--- src/rtl/fac_pkg.sv ---
// ----------------------------------------------------------------------------
// fac_pkg: shared types and constants for the frame allocator
// Frame counts, chunk geometry for the free scan, request codes and the
// chunk scan result record.
// ----------------------------------------------------------------------------
package fac_pkg;

  localparam int NUM_FRAMES = 64;
  localparam int FRAME_W    = 6;
  localparam int CNT_W      = 7;

  localparam int CHUNK      = 8;
  localparam int LOW_W      = $clog2(CHUNK);
  localparam int NUM_CHUNKS = NUM_FRAMES / CHUNK;
  localparam int CHUNK_W    = FRAME_W - LOW_W;
  localparam int POP_W      = $clog2(CHUNK + 1);

  localparam logic [CNT_W-1:0] CFG_RESET = CNT_W'(NUM_FRAMES);

  localparam logic REQ_ALLOC  = 1'b0;
  localparam logic REQ_ACCESS = 1'b1;

  typedef struct packed {
    logic [POP_W-1:0] cnt;
    logic             any;
    logic [LOW_W-1:0] low;
  } chunk_res_t;

endpackage

--- src/rtl/frame_allocator_enhanced_clock_core.sv ---
// ----------------------------------------------------------------------------
// frame_allocator_enhanced_clock_core: frame allocator, enhanced clock
// Free bitmap with use and modify bits per frame; lowest-free allocation and
// enhanced second-chance victim selection from a kept hand.
// ----------------------------------------------------------------------------
// Each request is taken only while the sequencer is idle and is worked one
// at a time. Every request first walks the free bitmap eight frames per cycle
// through one shared chunk scanner, then a decide state loads the result
// register and a response state moves it to the output register once that
// is free, for an access or for an allocation that finds a free frame. An
// allocation with no free frame instead walks the clock one frame per cycle
// before the response state. All frame bits reset at once, so the block is
// ready in the cycle after reset.
// ----------------------------------------------------------------------------
module frame_allocator_enhanced_clock_core (
  input  logic                         clk,
  input  logic                         rst_n,

  input  logic                         cfg_we,
  input  logic [fac_pkg::CNT_W-1:0]    cfg_wdata,

  input  logic                         in_valid,
  output logic                         in_stall,
  input  logic                         in_req_type,
  input  logic [fac_pkg::FRAME_W-1:0]  in_frame,
  input  logic                         in_is_write,

  output logic                         out_valid,
  input  logic                         out_stall,
  output logic [fac_pkg::FRAME_W-1:0]  out_frame_index,
  output logic                         out_from_replacement,
  output logic                         out_victim_dirty,
  output logic                         out_status,
  output logic [fac_pkg::CNT_W-1:0]    out_free_count
);

  typedef enum logic [4:0] {
    S_IDLE   = 5'b00001,
    S_COUNT  = 5'b00010,
    S_DECIDE = 5'b00100,
    S_CLOCK  = 5'b01000,
    S_RESP   = 5'b10000
  } state_t;

  localparam int FW = fac_pkg::FRAME_W;
  localparam int CW = fac_pkg::CNT_W;
  localparam int NF = fac_pkg::NUM_FRAMES;

  state_t                        state_r, state_nxt;
  logic [CW-1:0]                 cfg_n_r, cfg_n_nxt;
  logic [CW-1:0]                 n_eff;

  logic                          req_r, req_nxt;
  logic [FW-1:0]                 frame_r, frame_nxt;
  logic                          wr_r, wr_nxt;
  logic [CW-1:0]                 n_r, n_nxt;

  logic [fac_pkg::CHUNK_W-1:0]   chunk_r, chunk_nxt;
  logic [CW-1:0]                 cnt_r, cnt_nxt;
  logic                          found_r, found_nxt;
  logic [FW-1:0]                 first_r, first_nxt;

  logic [FW-1:0]                 pos_r, pos_nxt;
  logic [FW-1:0]                 k_r, k_nxt;
  logic                          second_r, second_nxt;
  logic [FW-1:0]                 hand_r, hand_nxt;

  logic [NF-1:0]                 free_map_r, free_map_nxt;
  logic [NF-1:0]                 use_r, use_nxt;
  logic [NF-1:0]                 mod_r, mod_nxt;

  logic [FW-1:0]                 res_idx_r, res_idx_nxt;
  logic                          res_repl_r, res_repl_nxt;
  logic                          res_dirty_r, res_dirty_nxt;
  logic                          res_status_r, res_status_nxt;
  logic [CW-1:0]                 res_free_r, res_free_nxt;

  logic                          out_valid_r, out_valid_nxt;
  logic [FW-1:0]                 out_idx_r, out_idx_nxt;
  logic                          out_repl_r, out_repl_nxt;
  logic                          out_dirty_r, out_dirty_nxt;
  logic                          out_status_r, out_status_nxt;
  logic [CW-1:0]                 out_free_r, out_free_nxt;

  fac_pkg::chunk_res_t           scan;
  logic [CW-1:0]                 pos_p1;
  logic [FW-1:0]                 pos_wrap;
  logic                          u_bit, m_bit, hit, bad_access, out_free;

  assign n_eff = (cfg_n_r == '0) ? CW'(1) :
                 (cfg_n_r > CW'(NF)) ? CW'(NF) : cfg_n_r;

  fac_chunk_scan u_scan (
    .chunk_idx (chunk_r),
    .free_bits (free_map_r[{chunk_r, fac_pkg::LOW_W'(0)} +: fac_pkg::CHUNK]),
    .n_frames  (n_r),
    .res       (scan)
  );

  assign pos_p1     = {1'b0, pos_r} + CW'(1);
  assign pos_wrap   = (pos_p1 < n_r) ? pos_p1[FW-1:0] : '0;
  assign u_bit      = use_r[pos_r];
  assign m_bit      = mod_r[pos_r];
  assign hit        = !u_bit && (second_r ? m_bit : !m_bit);
  assign bad_access = ({1'b0, frame_r} >= n_r) || free_map_r[frame_r];
  assign out_free   = !out_valid_r || !out_stall;

  always_comb begin
    state_nxt      = state_r;
    cfg_n_nxt      = cfg_we ? cfg_wdata : cfg_n_r;
    req_nxt        = req_r;
    frame_nxt      = frame_r;
    wr_nxt         = wr_r;
    n_nxt          = n_r;
    chunk_nxt      = chunk_r;
    cnt_nxt        = cnt_r;
    found_nxt      = found_r;
    first_nxt      = first_r;
    pos_nxt        = pos_r;
    k_nxt          = k_r;
    second_nxt     = second_r;
    hand_nxt       = hand_r;
    free_map_nxt   = free_map_r;
    use_nxt        = use_r;
    mod_nxt        = mod_r;
    res_idx_nxt    = res_idx_r;
    res_repl_nxt   = res_repl_r;
    res_dirty_nxt  = res_dirty_r;
    res_status_nxt = res_status_r;
    res_free_nxt   = res_free_r;
    out_valid_nxt  = out_valid_r && out_stall;
    out_idx_nxt    = out_idx_r;
    out_repl_nxt   = out_repl_r;
    out_dirty_nxt  = out_dirty_r;
    out_status_nxt = out_status_r;
    out_free_nxt   = out_free_r;

    unique case (state_r)
      S_IDLE: begin
        if (in_valid) begin
          req_nxt   = in_req_type;
          frame_nxt = in_frame;
          wr_nxt    = in_is_write;
          n_nxt     = n_eff;
          chunk_nxt = '0;
          cnt_nxt   = '0;
          found_nxt = 1'b0;
          first_nxt = '0;
          state_nxt = S_COUNT;
        end
      end
      S_COUNT: begin
        cnt_nxt = cnt_r + CW'(scan.cnt);
        if (!found_r && scan.any) begin
          found_nxt = 1'b1;
          first_nxt = {chunk_r, scan.low};
        end
        chunk_nxt = chunk_r + 1'b1;
        if (chunk_r == fac_pkg::CHUNK_W'(fac_pkg::NUM_CHUNKS - 1)) begin
          state_nxt = S_DECIDE;
        end
      end
      S_DECIDE: begin
        res_free_nxt  = cnt_r;
        res_repl_nxt  = 1'b0;
        res_dirty_nxt = 1'b0;
        if (req_r == fac_pkg::REQ_ACCESS) begin
          res_idx_nxt    = frame_r;
          res_status_nxt = bad_access;
          if (!bad_access) begin
            use_nxt[frame_r] = 1'b1;
            if (wr_r) begin
              mod_nxt[frame_r] = 1'b1;
            end
          end
          state_nxt = S_RESP;
        end else if (found_r) begin
          res_idx_nxt           = first_r;
          res_status_nxt        = 1'b0;
          res_free_nxt          = cnt_r - CW'(1);
          free_map_nxt[first_r] = 1'b0;
          use_nxt[first_r]      = 1'b1;
          mod_nxt[first_r]      = 1'b0;
          state_nxt             = S_RESP;
        end else begin
          pos_nxt    = ({1'b0, hand_r} < n_r) ? hand_r : '0;
          k_nxt      = '0;
          second_nxt = 1'b0;
          state_nxt  = S_CLOCK;
        end
      end
      S_CLOCK: begin
        if (hit) begin
          res_idx_nxt          = pos_r;
          res_repl_nxt         = 1'b1;
          res_dirty_nxt        = m_bit;
          res_status_nxt       = 1'b0;
          hand_nxt             = pos_wrap;
          free_map_nxt[pos_r]  = 1'b0;
          use_nxt[pos_r]       = 1'b1;
          mod_nxt[pos_r]       = 1'b0;
          state_nxt            = S_RESP;
        end else begin
          if (second_r) begin
            use_nxt[pos_r] = 1'b0;
          end
          pos_nxt = pos_wrap;
          if (({1'b0, k_r} + CW'(1)) == n_r) begin
            k_nxt      = '0;
            second_nxt = !second_r;
          end else begin
            k_nxt = k_r + 1'b1;
          end
        end
      end
      S_RESP: begin
        if (out_free) begin
          out_valid_nxt  = 1'b1;
          out_idx_nxt    = res_idx_r;
          out_repl_nxt   = res_repl_r;
          out_dirty_nxt  = res_dirty_r;
          out_status_nxt = res_status_r;
          out_free_nxt   = res_free_r;
          state_nxt      = S_IDLE;
        end
      end
      default: begin
        state_nxt = S_IDLE;
      end
    endcase
  end

  always_ff @(posedge clk) begin
    if (!rst_n) begin
      state_r     <= S_IDLE;
      cfg_n_r     <= fac_pkg::CFG_RESET;
      hand_r      <= '0;
      free_map_r  <= '1;
      use_r       <= '0;
      mod_r       <= '0;
      out_valid_r <= 1'b0;
    end else begin
      state_r     <= state_nxt;
      cfg_n_r     <= cfg_n_nxt;
      hand_r      <= hand_nxt;
      free_map_r  <= free_map_nxt;
      use_r       <= use_nxt;
      mod_r       <= mod_nxt;
      out_valid_r <= out_valid_nxt;
    end
  end

  always_ff @(posedge clk) begin
    req_r        <= req_nxt;
    frame_r      <= frame_nxt;
    wr_r         <= wr_nxt;
    n_r          <= n_nxt;
    chunk_r      <= chunk_nxt;
    cnt_r        <= cnt_nxt;
    found_r      <= found_nxt;
    first_r      <= first_nxt;
    pos_r        <= pos_nxt;
    k_r          <= k_nxt;
    second_r     <= second_nxt;
    res_idx_r    <= res_idx_nxt;
    res_repl_r   <= res_repl_nxt;
    res_dirty_r  <= res_dirty_nxt;
    res_status_r <= res_status_nxt;
    res_free_r   <= res_free_nxt;
    out_idx_r    <= out_idx_nxt;
    out_repl_r   <= out_repl_nxt;
    out_dirty_r  <= out_dirty_nxt;
    out_status_r <= out_status_nxt;
    out_free_r   <= out_free_nxt;
  end

  assign in_stall             = (state_r != S_IDLE);
  assign out_valid            = out_valid_r;
  assign out_frame_index      = out_idx_r;
  assign out_from_replacement = out_repl_r;
  assign out_victim_dirty     = out_dirty_r;
  assign out_status           = out_status_r;
  assign out_free_count       = out_free_r;

  a_clock_only_on_full: assert property (@(posedge clk) disable iff (!rst_n)
    (state_r == S_CLOCK) |-> (req_r == fac_pkg::REQ_ALLOC && !found_r && cnt_r == '0))
    else $error("clock walk entered with a free frame available");

  a_clock_pos_range: assert property (@(posedge clk) disable iff (!rst_n)
    (state_r == S_CLOCK) |-> ({1'b0, pos_r} < n_r && {1'b0, k_r} < n_r))
    else $error("clock position or step count past frame count");

  a_alloc_marks_frame: assert property (@(posedge clk) disable iff (!rst_n)
    (state_r == S_DECIDE && req_r == fac_pkg::REQ_ALLOC && found_r) |=>
      (!free_map_r[$past(first_r)] && use_r[$past(first_r)]))
    else $error("allocated frame not marked used");

  a_repl_status_ok: assert property (@(posedge clk) disable iff (!rst_n)
    (out_valid_r && (out_repl_r || out_dirty_r)) |->
      (!out_status_r && out_free_r == '0))
    else $error("replacement result with bad status or free frames left");

endmodule

--- src/rtl/fac_chunk_scan.sv ---
// ----------------------------------------------------------------------------
// fac_chunk_scan: free-bit scan of one chunk of frames
// Masks off frames at or past the frame count, then gives the number of free
// frames in the chunk and the lowest free one.
// ----------------------------------------------------------------------------
module fac_chunk_scan (
  input  logic [fac_pkg::CHUNK_W-1:0] chunk_idx,
  input  logic [fac_pkg::CHUNK-1:0]   free_bits,
  input  logic [fac_pkg::CNT_W-1:0]   n_frames,
  output fac_pkg::chunk_res_t         res
);

  logic [fac_pkg::CHUNK-1:0]   masked;
  logic [fac_pkg::FRAME_W-1:0] idx;

  always_comb begin
    masked  = '0;
    idx     = '0;
    res.cnt = '0;
    res.low = '0;
    for (int j = fac_pkg::CHUNK - 1; j >= 0; j--) begin
      idx       = {chunk_idx, fac_pkg::LOW_W'(j)};
      masked[j] = free_bits[j] && ({1'b0, idx} < n_frames);
      res.cnt   = res.cnt + fac_pkg::POP_W'(masked[j]);
      if (masked[j]) begin
        res.low = fac_pkg::LOW_W'(j);
      end
    end
    res.any = |masked;
  end

endmodule

--- config.mk ---
export PLATFORM = sky130hd
export DESIGN_NAME = frame_allocator_enhanced_clock_core
export DESIGN_NICKNAME = d
export VERILOG_FILES = /design/src/rtl/fac_pkg.sv /design/src/rtl/frame_allocator_enhanced_clock_core.sv /design/src/rtl/fac_chunk_scan.sv
export SDC_FILE = /design/constraint.sdc
export NUM_CORES = 1
export LEC_CHECK = 0
export ABC_CLOCK_PERIOD_IN_PS = 8900
export CORE_ASPECT_RATIO = 1.2
export CORE_MARGIN = 2
export CORE_UTILIZATION = 50
export DETAILED_ROUTE_END_ITERATION = 10
export DONT_BUFFER_PORTS = 1
export HOLD_SLACK_MARGIN = 0.15
export SKIP_LAST_GASP = 1
export SLEW_MARGIN = 20
export SYNTH_ARGS = -nofsm -noshare
export SYNTH_HDL_FRONTEND = slang
export SYNTH_SLANG_ARGS = --single-unit
--- constraint.sdc ---
create_clock -name clk -period 8.9 [get_ports clk]
set_input_delay 0.445 -clock clk [delete_from_list [all_inputs] [get_ports clk]]
set_output_delay 0.445 -clock clk [all_outputs]
set_load 0.1 [all_outputs]
== Word level (Yosys, flattened, before mapping) ==
Cells that the tools add are included.
Widths: inputs -> output; s select.

* Flip-flop bits (word level): 288
* Input bits: 20
* Output and inout bits: 18
* Logic and storage cells: 221

* Add/subtract/negate cells: 13
* $lt $le $gt $ge: 18
* Equality and inequality tests: 22
* Shift-type cells: 1
* Multiplexer cells: 87
* Bitwise gates (word level): 11
* Reduce and logical (&&, ||, !) cells: 40

{| class="wikitable"
|+ Operators with widths
! cell !! number
|-
| $mux 64 || 13
|-
| $pmux 64 s2 || 3
|-
| $and 64x64->64 || 5
|-
| $or 64x64->64 || 4
|-
| $not 64->64 || 2
|-
| $mux 6 || 14
|-
| $shiftx 64x7->8 || 1
|-
| $lt 6x7->1 || 9
|-
| $pmux 6 s2 || 4
|-
| $mux 5 || 6
|-
| $mux 7 || 4
|-
| $mux 3 || 9
|-
| $pmux 5 s5 || 1
|-
| $add 4x1->4 || 6
|-
| $lt 6x7->1 const B || 3
|-
| $mux 1 || 20
|-
| $ne 2x2->1 const B || 10
|-
| $bmux 1 s6 || 3
|-
| $demux 1 s6 || 3
|-
| $ge 6x1->1 const B || 3
|-
| $reduce_and 4->1 || 4
|-
| $add 6x1->7 const B || 2
|-
| $logic_and 1x1->1 || 14
|-
| $pmux 7 s2 || 1
|-
| 28 further kinds || 48
|}

== Depth between registers and ports, before layout ==
* Depth in word-level cells: 12
* Depth in mapped cells: 23
* Gate-level depth less buffers: 21

== Cells and area by module ==
Synthesis repeated with hierarchy kept, for this count alone.

* Cell total of the unflattened synthesis: 2104
* Area total of the unflattened synthesis: 18751.7 um2

{| class="wikitable"
|+ Modules (own cells, without submodules)
! module !! times used !! cells an instance !! area an instance (um2) !! sequential area each (um2)
|-
| frame_allocator_enhanced_clock_core || 1 || 2031 || 18213.7 || 6536.3
|-
| fac_chunk_scan || 1 || 73 || 538.0 || 0.0
|}

== Least setup slack after synthesis ==
No wires, ideal clock.

* Path kind: reg-to-reg
* Start: register chunk_r[0] (netlist name)
* End: register cnt_r[6] (data pin)
* Library setup time: 0.266 ns
* Arrival: 5.228 ns
* Required time: 8.634 ns
* Path slack: 3.406 ns
* Cell stages (with the launch flop): 21
* Buffers on the path: 2
* Clock period less this slack: 5.494 ns
* Path through: edfxtp_1 -> clkbuf_1 -> buf_2 -> mux4_2 -> mux2i_1 -> or3_1 -> ha_1 -> inv_1 -> fa_1 -> fa_1 -> inv_1 -> fa_1 -> fa_1 -> inv_1 -> fa_1 -> nor2b_1 -> o21ai_0 -> nand2b_1 -> nand3_1 -> xor2_1 -> nor2_1

* Longest elaborated chain between the ends: 11
* Elaborated cells between the ends (all ways): 26
* Those cells by class: add/sub (8); order compare (8); shift (1); mux (1); reduce/logical (8)

{| class="wikitable"
|+ Ends and longest elaborated chain
! item !! RTL line !! text
|-
| start, declared || frame_allocator_enhanced_clock_core.sv:58 || <nowiki>logic [fac_pkg::CHUNK_W-1:0] chunk_r, chunk_nxt;</nowiki>
|-
| start signal, assigned || frame_allocator_enhanced_clock_core.sv:258 || <nowiki>chunk_r <= chunk_nxt;</nowiki>
|-
| $shiftx 64x7->8 or $lt 6x7->1 (tied branches) || frame_allocator_enhanced_clock_core.sv:95, fac_chunk_scan.sv:23 ||
|-
| $logic_and 1x1->1 || fac_chunk_scan.sv:23 || <nowiki>masked[j] = free_bits[j] && ({1'b0, idx} < n_frames);</nowiki>
|-
| $add 1x1->2 || fac_chunk_scan.sv:24 || <nowiki>res.cnt = res.cnt + fac_pkg::POP_W'(masked[j]);</nowiki>
|-
| $add 4x1->4 (5 in series) || fac_chunk_scan.sv:24 ||
|-
| $add 4x1->4 (*) || fac_chunk_scan.sv:24 ||
|-
| $add 7x4->7 (*) || frame_allocator_enhanced_clock_core.sv:153 || <nowiki>cnt_nxt = cnt_r + CW'(scan.cnt);</nowiki>
|-
| $pmux 7 s2 (*) || frame_allocator_enhanced_clock_core.sv:138 || <nowiki>unique case (state_r)</nowiki>
|-
| end signal, assigned || frame_allocator_enhanced_clock_core.sv:259 || <nowiki>cnt_r <= cnt_nxt;</nowiki>
|-
| end, declared || frame_allocator_enhanced_clock_core.sv:59 || <nowiki>logic [CW-1:0] cnt_r, cnt_nxt;</nowiki>
|}

Every way passes the cells marked *; elsewhere a longest branch is shown, timed or not.
A chain may end at the register's enable or synchronous reset.

== Final worst setup path ==
* Start: register chunk_r[1] (netlist name)
* End: register cnt_r[6] (data pin)

Same word-level chain as after synthesis.

==> impl_metrics.tcl <==
set metrics [dict create \
    layout.cells.non_filler 2504 \
    slowest_stage "fa_1" \
    r2r_cells 21 \
    post-route-min-period_ps 5832 \
    slew_headroom 0.1755 \
    synth_seq_cells 288 \
    grt_pass1_wl_microns 113100 \
    cts_tree "built" \
    dr_total_vias 18700 \
    syn_inst 2154 \
    synth_area_leader_cell "dfxtp_1" \
    drv_slew 0 \
    core_area_sq_um 36040 \
    ir_drop_mv 0.1113 \
    p_clk_frac 0.408 \
    period_share 0.6552 \
    drt_wl_total_microns 76740 \
    die_width_microns 178.8 \
    combPwrFrac 0.171 \
    arrival_ps 6110 \
    ys.flop_type "dfxtp_1" \
    p_int_mw 2.379 \
    yosysTopAreaCellShare 0.2304 \
    clock_path_buffers 3 \
    critPathLaunchType "flip-flop" \
    worstPathMaxFanout 19 \
    fin_util 0.5429 \
    cts_made_buffers 34 \
    area_delta_synth_final_pct 6.729 \
    cp-end-kind "flip-flop" \
    status "complete, no violations" \
    post-route-drc-count 0 \
    whs_path_depth 3 \
    max_stage_delay_ps 540 \
    worstSetupPathDepth 21 \
    drt-pass1-iter-count 6 \
    grt_pass1_vias 17500 \
    final_cell_mix "dfxtp_1 (211), o21ai_0 (191), nor2_1 (179), nand2_1 (122), inv_1 (107)" \
    row_count 76 \
    netlist_top_cells_area "dfxtp_1 (23%), edfxtp_1 (13%), o21ai_0 (5.2%)" \
    grt_max_degree 176 \
    synth-async-reset-ratio 0 \
    synth-edff-count 77 \
    start_util 0.5087 \
    setup_tns_ps 0 \
    numClockSinks 288 \
    ys_warn_count 0 \
    antenna_found_initial 0 \
    postSynthNetCount 2216 \
    p_leak_nw 6.548 \
    die_area_sq_um 38220 \
    rsz0062_at_grt "no" \
    tightestPinTransition_ps 1234 \
    antenna_left 0 \
    cts_max_level 2 \
    place_inst 2419 \
    r2r_setup_slack_ps 3070 \
    hp-class "in -> reg" \
    synth_seq_area_share 0.3565 \
    crit_chain "buf_4 -> ha_1 -> a21o_1 -> a21oi_1 -> o22ai_1 -> or3_1 -> ha_1 -> inv_1 -> fa_1 -> fa_1 -> inv_1 -> fa_1 -> fa_1 -> inv_1 -> fa_1 -> nor2b_1 -> o21ai_0 -> nand2b_1 -> nand3_1 -> xor2_1 -> nor2_1" \
    worstSetupPathType "reg -> reg" \
    portBuffers 0 \
    fin_nets 2075 \
    layout_commonest_cell "dfxtp_1" \
    setup_viol 0 \
    powerDensity_nw_per_um2 174.0 \
    drtIter0Drc 2755 \
    hold_ws_ps 192.5 \
    design_area_sq_um 19570 \
    crit_family "adder cells" \
    hold_viol_final 0 \
    max_freq_ghz 0.1715 \
    place_hpwl_microns 48640 \
    routedWlPerCell_microns 30.65 \
    n_antenna_cell 0 \
    ctsResizeCount 0 \
    globalRouteTotalUtil 0.3944 \
    crit_buf_inv 4 \
    overflow 0 \
    path_clk_slew_ps 70 \
    vias_per_cell 7.466 \
    drive_above_1_share 0.09086 \
    cts_root_buffer "clkbuf_16" \
    finClkSkew_ps 34.86 \
    drv_cap 0 \
    swShare 0.3011 \
    dieHeight_microns 213.8 \
    sequentialPowerShare 0.422 \
    netlist_area_sq_um 18330 \
    p_switching_mw 1.025 \
    routabilityCongestion 1.009 \
    clk_latency_ps 560 \
    avgSynthCellArea_sq_um 8.512 \
    postCtsSetupRepairBufs 0 \
    placed_area_sq_um 18220 \
    path_common_cell "fa_1" \
    io_pins 38 \
    required_ps 9180 \
    synthDistinctLibCells 90 \
]
power groups by stage:
stage / clock (mW) / sequential [mW] / combinational [mW]
6_report: 1.39 / 1.44 / 0.581
5_1_grt: 1.44 / 1.44 / 0.637
4_1_cts: 1.40 / 1.43 / 0.570
3_5_place_dp: 0 / 1.46 / 0.547
3_3_place_gp: 0 / 1.46 / 0.536
2_1_floorplan: 0 / 1.43 / 0.425
routing by layer:
metal | global-route usage | routed length [microns] | part of all wire
met4 | 0.3033 | 6896 | 0.090
met2 | 0.6003 | 33450 | 0.44
met5 | 0 | 0 | 0
met1 | 0.4914 | 28180 | 0.37
met3 | 0.07624 | 8220 | 0.11
repair_timing:
item | CTS | global route
hold endpoints to repair | 135 | 0
endpoints found under the setup margin | 0 | 0
hold buffers | 25 | 0
final cells by class:
| type | count | area (sq um) |
|---|---|---|
| timing repair buffer | 64 | 576.8 |
| tap | 468 | 585.6 |
| clock inverter | 11 | 128.9 |
| fill | 3349 | 16470 |
| sequential | 288 | 6536 |
| multi-input combinational | 1514 | 10380 |
| inverter | 111 | 422.9 |
| clock buffer | 48 | 933.4 |
per-stage QoR:
| step | setup WS, ps | power [mW] |
|---|---|---|
| after floorplan | 3406 | 1.855 |
| after global placement | 3181 | 1.998 |
| after detailed placement | 3070 | 2.008 |
| after CTS | 3052 | 3.400 |
| after global routing | 2658 | 3.515 |
| final | 3068 | 3.404 |
Yosys cell counts (all sizes together) (8+ instances only):
cell type	n
a2111oi	55
a211oi	66
a21oi	75
a221oi	22
a22oi	16
a2bb2oi	20
a311oi	16
a31o	9
a31oi	65
a32oi	46
a41oi	14
and2	17
and3	11
buf	78
clkbuf	163
dfxtp	211
edfxtp	77
ha	37
inv	109
mux2	23
mux2i	26
mux4	28
nand2	122
nand2b	9
nand3	36
nand3b	14
nand4	12
nor2	181
nor2b	30
nor3	58
o211ai	10
o21ai	197
o221a	8
o22ai	95
o31ai	21
o32ai	17
o41ai	36
or2	13
or3	9
or4	10
xnor2	12
xor2	13
worst min-delay path, delay by kind of cell:
kind	cells	cell delay, ps
AOI/OAI and AO/OA	2	240
and+or+nand+nor	1	30
cells by family (layout without fill, tap and decap cells):
logic type | Yosys count | count (layout) | synth area share
AND/OR/NAND/NOR | 538 | 538 | 0.1411
XOR/XNOR | 25 | 25 | 0.01194
multiplexers | 77 | 77 | 0.06292
adder cells (fa/ha/maj) | 42 | 42 | 0.03071
flip-flops | 288 | 288 | 0.3565
buffers and inverters | 352 | 234 | 0.08060
AO/OA/AOI/OAI | 832 | 832 | 0.3162
worst paths after layout:
| kind | to | startpoint |
|---|---|---|
| max | cnt_r[6] | chunk_r[1] |
| min | flip-flop | rst_n |
| min reg2reg | out_frame_index[2] | res_idx_r[2] |
| max reg2reg | cnt_r[6] | chunk_r[1] |
Note: power is estimated with default switching activity, not from simulation.
